==> src/hw/rtl/sphere_contact_generator_top_assert.svh <==
// Assertion macros for the sphere contact generator.
`ifndef SPHERE_CONTACT_GENERATOR_TOP_ASSERT_SVH
`define SPHERE_CONTACT_GENERATOR_TOP_ASSERT_SVH
`ifndef SYNTH
`define SCG_ASSERT_IMP(lbl, pre, post) lbl: assert property (@(posedge clk) \
    disable iff (!rst_n) (pre) |-> (post)) else $error("scg check failed");
`define SCG_ASSERT_NXT(lbl, pre, post) lbl: assert property (@(posedge clk) \
    disable iff (!rst_n) (pre) |=> (post)) else $error("scg check failed");
`else
`define SCG_ASSERT_IMP(lbl, pre, post)
`define SCG_ASSERT_NXT(lbl, pre, post)
`endif
`endif

==> src/hw/rtl/scg_pkg.sv <==
// Shared types and constants of the sphere contact generator.
`default_nettype none
package scg_pkg;

    localparam int FRAC_BITS_DEFAULT = 16;
    localparam logic [15:0] BUDGET_RESET = 16'd100;
    localparam int IN_DATA_W  = 272;
    localparam int IN_USER_W  = 2;
    localparam int OUT_DATA_W = 200;
    localparam int SQRT_STEPS = 34;

    typedef enum logic [1:0] {
        KIND_SPHERE = 2'd0,
        KIND_PLANE  = 2'd1,
        KIND_CLEAR  = 2'd2
    } kind_t;

    typedef enum logic [4:0] {
        OP_IDLE,
        OP_LOAD,
        OP_MUL_SQ,
        OP_ACC_SQ,
        OP_MUL_DOT,
        OP_ACC_DOT,
        OP_SQRT,
        OP_DIST,
        OP_DIV_INIT,
        OP_DIV_STEP,
        OP_DIV_END,
        OP_MUL_PLO,
        OP_ACC_PLO,
        OP_MUL_PHI,
        OP_ACC_PHI,
        OP_PROJ,
        OP_FINISH
    } dp_op_t;

    typedef struct packed {
        dp_op_t     op;
        logic [1:0] axis;
        logic       hit;
        logic       empty;
    } dp_cmd_t;

    typedef struct packed {
        logic hit_ss;
        logic hit_hs;
        logic out_busy;
    } dp_status_t;

endpackage
`default_nettype wire

==> src/hw/rtl/scg_ctrl.sv <==
// Controller: sequences one pair test on the datapath and keeps the contact budget.
`default_nettype none
module scg_ctrl #(
    parameter int FRAC = scg_pkg::FRAC_BITS_DEFAULT
) (
    input  wire logic                clk,
    input  wire logic                rst_n,
    input  wire logic                s_tvalid,
    output logic                     s_tready,
    input  wire scg_pkg::kind_t      kind_in,
    input  wire logic [15:0]         budget,
    input  wire scg_pkg::dp_status_t status,
    output scg_pkg::dp_cmd_t         cmd
);
    import scg_pkg::*;

    localparam int QW = FRAC + 2;
    localparam int CW = $clog2(SQRT_STEPS);

    typedef enum logic [15:0] {
        ST_IDLE   = 16'h0001,
        ST_MUL    = 16'h0002,
        ST_ACC    = 16'h0004,
        ST_SQRT   = 16'h0008,
        ST_SSCHK  = 16'h0010,
        ST_DINIT  = 16'h0020,
        ST_DSTEP  = 16'h0040,
        ST_DEND   = 16'h0080,
        ST_DIST   = 16'h0100,
        ST_HSCHK  = 16'h0200,
        ST_PLO    = 16'h0400,
        ST_PLOA   = 16'h0800,
        ST_PHI    = 16'h1000,
        ST_PHIA   = 16'h2000,
        ST_PROJ   = 16'h4000,
        ST_FINISH = 16'h8000
    } state_t;

    state_t         state_reg, state_next;
    logic [1:0]     ax_reg, ax_next;
    logic [CW-1:0]  cnt_reg, cnt_next;
    kind_t          kind_reg, kind_next;
    logic           hit_reg, hit_next;
    logic [15:0]    remain_reg, remain_next;
    logic [15:0]    remain_after;
    logic           sphere;

    assign sphere   = (kind_reg == KIND_SPHERE);
    assign s_tready = (state_reg == ST_IDLE);

    always_comb
    begin
        remain_after = (kind_reg == KIND_CLEAR) ? budget : remain_reg;
        if (hit_reg)
            remain_after = remain_after - 16'd1;
    end

    always_comb
    begin
        state_next  = state_reg;
        ax_next     = ax_reg;
        cnt_next    = cnt_reg;
        kind_next   = kind_reg;
        hit_next    = hit_reg;
        remain_next = remain_reg;
        cmd.op      = OP_IDLE;
        cmd.axis    = ax_reg;
        cmd.hit     = hit_reg;
        cmd.empty   = (remain_after == 16'd0);
        unique case (state_reg)
            ST_IDLE:
            begin
                if (s_tvalid)
                begin
                    cmd.op    = OP_LOAD;
                    kind_next = kind_in;
                    hit_next  = 1'b0;
                    ax_next   = 2'd0;
                    if ((kind_in == KIND_SPHERE || kind_in == KIND_PLANE) &&
                        remain_reg != 16'd0)
                        state_next = ST_MUL;
                    else
                        state_next = ST_FINISH;
                end
            end
            ST_MUL:
            begin
                cmd.op     = sphere ? OP_MUL_SQ : OP_MUL_DOT;
                state_next = ST_ACC;
            end
            ST_ACC:
            begin
                cmd.op = sphere ? OP_ACC_SQ : OP_ACC_DOT;
                if (ax_reg == 2'd2)
                begin
                    ax_next    = 2'd0;
                    cnt_next   = '0;
                    state_next = sphere ? ST_SQRT : ST_DIST;
                end
                else
                begin
                    ax_next    = ax_reg + 2'd1;
                    state_next = ST_MUL;
                end
            end
            ST_SQRT:
            begin
                cmd.op   = OP_SQRT;
                cnt_next = cnt_reg + 1'b1;
                if (cnt_reg == CW'(SQRT_STEPS - 1))
                    state_next = ST_SSCHK;
            end
            ST_SSCHK:
            begin
                hit_next   = status.hit_ss;
                state_next = status.hit_ss ? ST_DINIT : ST_FINISH;
            end
            ST_DINIT:
            begin
                cmd.op     = OP_DIV_INIT;
                cnt_next   = '0;
                state_next = ST_DSTEP;
            end
            ST_DSTEP:
            begin
                cmd.op   = OP_DIV_STEP;
                cnt_next = cnt_reg + 1'b1;
                if (cnt_reg == CW'(QW - 1))
                    state_next = ST_DEND;
            end
            ST_DEND:
            begin
                cmd.op     = OP_DIV_END;
                ax_next    = ax_reg + 2'd1;
                state_next = (ax_reg == 2'd2) ? ST_FINISH : ST_DINIT;
            end
            ST_DIST:
            begin
                cmd.op     = OP_DIST;
                state_next = ST_HSCHK;
            end
            ST_HSCHK:
            begin
                hit_next   = status.hit_hs;
                state_next = status.hit_hs ? ST_PLO : ST_FINISH;
            end
            ST_PLO:
            begin
                cmd.op     = OP_MUL_PLO;
                state_next = ST_PLOA;
            end
            ST_PLOA:
            begin
                cmd.op     = OP_ACC_PLO;
                state_next = ST_PHI;
            end
            ST_PHI:
            begin
                cmd.op     = OP_MUL_PHI;
                state_next = ST_PHIA;
            end
            ST_PHIA:
            begin
                cmd.op     = OP_ACC_PHI;
                state_next = ST_PROJ;
            end
            ST_PROJ:
            begin
                cmd.op     = OP_PROJ;
                ax_next    = ax_reg + 2'd1;
                state_next = (ax_reg == 2'd2) ? ST_FINISH : ST_PLO;
            end
            ST_FINISH:
            begin
                // hold the result until the output register frees up
                if (!status.out_busy)
                begin
                    cmd.op      = OP_FINISH;
                    remain_next = remain_after;
                    state_next  = ST_IDLE;
                end
            end
            default:
                state_next = ST_IDLE;
        endcase
    end

    always_ff @(posedge clk or negedge rst_n)
    begin
        if (!rst_n)
        begin
            state_reg  <= ST_IDLE;
            ax_reg     <= 2'd0;
            cnt_reg    <= '0;
            kind_reg   <= KIND_CLEAR;
            hit_reg    <= 1'b0;
            remain_reg <= BUDGET_RESET;
        end
        else
        begin
            state_reg  <= state_next;
            ax_reg     <= ax_next;
            cnt_reg    <= cnt_next;
            kind_reg   <= kind_next;
            hit_reg    <= hit_next;
            remain_reg <= remain_next;
        end
    end

endmodule
`default_nettype wire
==> config.mk <==
export PLATFORM = sky130hd
export DESIGN_NAME = scg_ctrl
export DESIGN_NICKNAME = d
export VERILOG_FILES = /design/src/hw/rtl/sphere_contact_generator_top_assert.svh /design/src/hw/rtl/scg_pkg.sv /design/src/hw/rtl/scg_ctrl.sv
export SDC_FILE = /design/constraint.sdc
export NUM_CORES = 1
export LEC_CHECK = 0
export ABC_AREA = 1
export BUFFER_PORTS_ARGS = -buffer_cell sky130_fd_sc_hd__buf_4
export CORE_ASPECT_RATIO = 1.2
export CORE_MARGIN = 4
export CORE_UTILIZATION = 50
export DETAILED_ROUTE_END_ITERATION = 10
export PLACE_DENSITY_LB_ADDON = 0.05
export SYNTH_ARGS = -nofsm -noshare
export SYNTH_HDL_FRONTEND = slang
export SYNTH_SLANG_ARGS = --single-unit
export TNS_END_PERCENT = 100
==> constraint.sdc <==
create_clock -name clk -period 3.3 [get_ports clk]
set_clock_uncertainty 0.1 [all_clocks]
set_input_delay 0.33 -clock clk [delete_from_list [all_inputs] [get_ports clk]]
set_output_delay 0.33 -clock clk [all_outputs]
set_load 0.02 [all_outputs]
==> impl_metrics.env <==
export IMPL_status="completed"
export IMPL_final_hold_violation_count=0
export IMPL_setup_worst_path_class="reg2out"
export IMPL_finalMaxSlewViolations=0
export IMPL_leakagePower_uw=0.00206
export IMPL_crit_path_max_fanout=6
export IMPL_top_usage_layer="met2"
export IMPL_synthSimpleGateAreaFrac_pct=44.8
export IMPL_total_power_uw=3040
export IMPL_gp_congestion=0.968
export IMPL_coreArea_sq_um=6450
export IMPL_dr_pass1_iters=4
export IMPL_antenna_found_initial=0
export IMPL_rows=32
export IMPL_synth_seq_area_share_pct=32.4
export IMPL_regArea_sq_um=1080
export IMPL_clk_pin_slew_ps=80
export IMPL_grt_pass1_vias=3243
export IMPL_cts_tree="built"
export IMPL_worstReg2RegEnd="remain_reg[14]$_DFFE_PN0P_"
export IMPL_num_io_pins=34
export IMPL_num_vias=3338
export IMPL_dp_hpwl_um=7050
export IMPL_initial_core_util_pct=51.8
export IMPL_clock_fmax_ghz=0.317
export IMPL_clock_sinks=43
export IMPL_synth_adder_area_share_pct=2.25
export IMPL_yosysTopAreaCell="dfrtp_1"
export IMPL_diodes=0
export IMPL_reg2reg_from="kind_reg[1]$_DFFE_PN1P_"
export IMPL_cap_violations=0
export IMPL_min_path_type="in2reg"
export IMPL_grt_max_degree=44
export IMPL_p_per_area_nw_per_um2=788
export IMPL_synthMuxAreaShare_pct=0.300
export IMPL_worstSetupEndpointType="output port"
export IMPL_root_buffer="clkbuf_8"
export IMPL_use_met2_pct=40.1
export IMPL_ys_flop_type="dfrtp_1"
export IMPL_numCtsBuffers=5
export IMPL_fillerInstances=644
export IMPL_synth_cell_types=36
export IMPL_cts_max_level=2
export IMPL_stdcell_area_sq_um=3850
export IMPL_vdd_drop_max_uv=370
export IMPL_synth_top_cell_area_share_pct=28.5
export IMPL_clockBufferDepth=2
export IMPL_die_area_sq_um=8050
export IMPL_fin_tns_setup_ps=0
export IMPL_ant_nets=0
export IMPL_yosys_register_bits=43
export IMPL_die_width_um=82.6
export IMPL_grt_pass1_wl_um=14500
export IMPL_routedWlPerCell_um=13.8
export IMPL_worstMarginPinSlew_ps=535
export IMPL_synth_async_sr_flop_share_pct=100
export IMPL_dieHeight_um=97.5
export IMPL_met3_usage_pct=2.13
export IMPL_drive_above_1_share_pct=16.6
export IMPL_synthTopCellsByCount="nand2_1, inv_1, nor2_1"
export IMPL_finalSetupViolations=0
export IMPL_synthCells=518
export IMPL_worstSetupStartpointType="flip-flop"
export IMPL_routed_wl_um=8940
export IMPL_place_area_sq_um=3620
export IMPL_avgSynthCellArea_sq_um=6.44
export IMPL_synth_enable_flop_cells=0
export IMPL_syn_cell_area_sq_um=3340
export IMPL_period_share_pct=95.6
export IMPL_synth_xor_area_share_pct=2.36
export IMPL_use_met1_pct=27.6
export IMPL_track_usage_pct=22.9
export IMPL_syn_to_final_growth_pct=15.5
export IMPL_syn_nets=548
export IMPL_yosys_warnings=0
export IMPL_grt_ovfl_total=0
export IMPL_drt_initial_drc_count=140
export IMPL_synthTopCellsByArea="dfrtp_1, nand2_1, inv_1, nor2_1, nand3_1"
export IMPL_drc=0
export IMPL_reg2reg_depth=15
export IMPL_via_per_inst=5.14
export IMPL_crit_end="cmd[0]"
export IMPL_yosysMostFrequentCell="nand2_1"
export IMPL_synth_compound_area_share_pct=6.79
export IMPL_synth_top_family_by_area="simple AND/OR/NAND/NOR gates"
export IMPL_slew_headroom_pct=64.3
export IMPL_nNetsFinal=594
export IMPL_port_buffers=33
export IMPL_clk_latency_ps=290
export IMPL_reg2reg_slack_ps=990
export IMPL_cp_startpoint="kind_reg[1]$_DFFE_PN1P_"
export IMPL_min_period_ps=3160
export IMPL_worstPathRequired_ps=2870
export IMPL_multi_input_area_sq_um=1920
export IMPL_arrival_ps=2730
## metrics by stage
| stage | hold slack, ps | setup WS [ps] | cells | utilization [%] |
|---|---|---|---|---|
| after floorplan | -65.6 | 687 | 518 | - |
| after global placement | 243 | 489 | 628 | 56.2 |
| after detailed placement | 250 | 428 | 628 | 56.2 |
| after CTS | 155 | 88.2 | 637 | 57.7 |
| after global routing | 196 | -44.6 | 650 | 59.8 |
| final | 158 | 145 | 650 | 59.8 |
## cell type report
type / instances / area share, %
Multi-Input combinational cell: 390 / 49.8
Sequential cell: 43 / 28.1
Timing Repair Buffer: 48 / 9.61
Inverter: 76 / 7.53
Tap cell: 85 / 2.76
Clock buffer: 6 / 1.88
Clock inverter: 2 / 0.325
## repair_timing
item                                   CTS  global route
buffers inserted                         0            12
gates resized for setup                  0            12
hold buffers                             1             0
endpoints found under the hold margin   38             0
setup endpoints to repair                0             1
## critical path, cell delays in order, from the launching register on
cell	delay, ps
dfstp_2	640
nand2_8	70
nand2_1	90
nand2_1	70
inv_2	70
ha_2	170
nand2_1	70
inv_2	80
nand3_2	110
nor2_4	180
nand3_2	120
nor2_1	160
nand3_1	90
nand2_1	110
nor2_1	60
nand3_1	120
nor2_1	60
buf_4	150
## metal layers
| metal | wire length [um] | part of all wire [%] |
|---|---|---|
| met5 | 0 | 0 |
| met4 | 359 | 4.0 |
| met3 | 225 | 2.5 |
| met2 | 4550 | 51 |
| met1 | 3810 | 43 |
## worst min path at each step
stage / endpoint / cells after the start / from
after global placement: cnt_reg[1]$_DFFE_PN0P_ / 1 / rst_n
after floorplan: ax_reg[0]$_DFFE_PN0P_ / 0 / rst_n
after detailed placement: cnt_reg[2]$_DFFE_PN0P_ / 1 / rst_n
after global routing: kind_reg[0]$_DFFE_PN0P_ / 3 / kind_in[0]
after CTS: kind_reg[0]$_DFFE_PN0P_ / 3 / kind_in[0]
final: kind_reg[0]$_DFFE_PN0P_ / 3 / kind_in[0]
## kinds of logic after synthesis
group,Yosys count
AND/OR/NAND/NOR,331
buffers and inverters,86
flip-flops,43
AO/OA/AOI/OAI,42
XOR/XNOR,9
adder cells (fa/ha/maj),6
multiplexers,1
## cell usage in the layout, fill, tap and decap left out, drive strengths merged, types with 6 or more instances in the layout
master    n
inv      75
nor4      6
buf      47
nand4    15
nand2   176
ha        6
o21ai    31
nand3    47
nor2     76
xor2      8
clkbuf    6
dfrtp    38
## report_power, final
part | switching (uW) | internal, uW | leakage [uW]
Clock | 175 | 148 | 0.0000412
Combinational | 1250 | 666 | 0.00146
Sequential | 119 | 685 | 0.000559
Note: power is estimated with default switching activity, not from simulation.
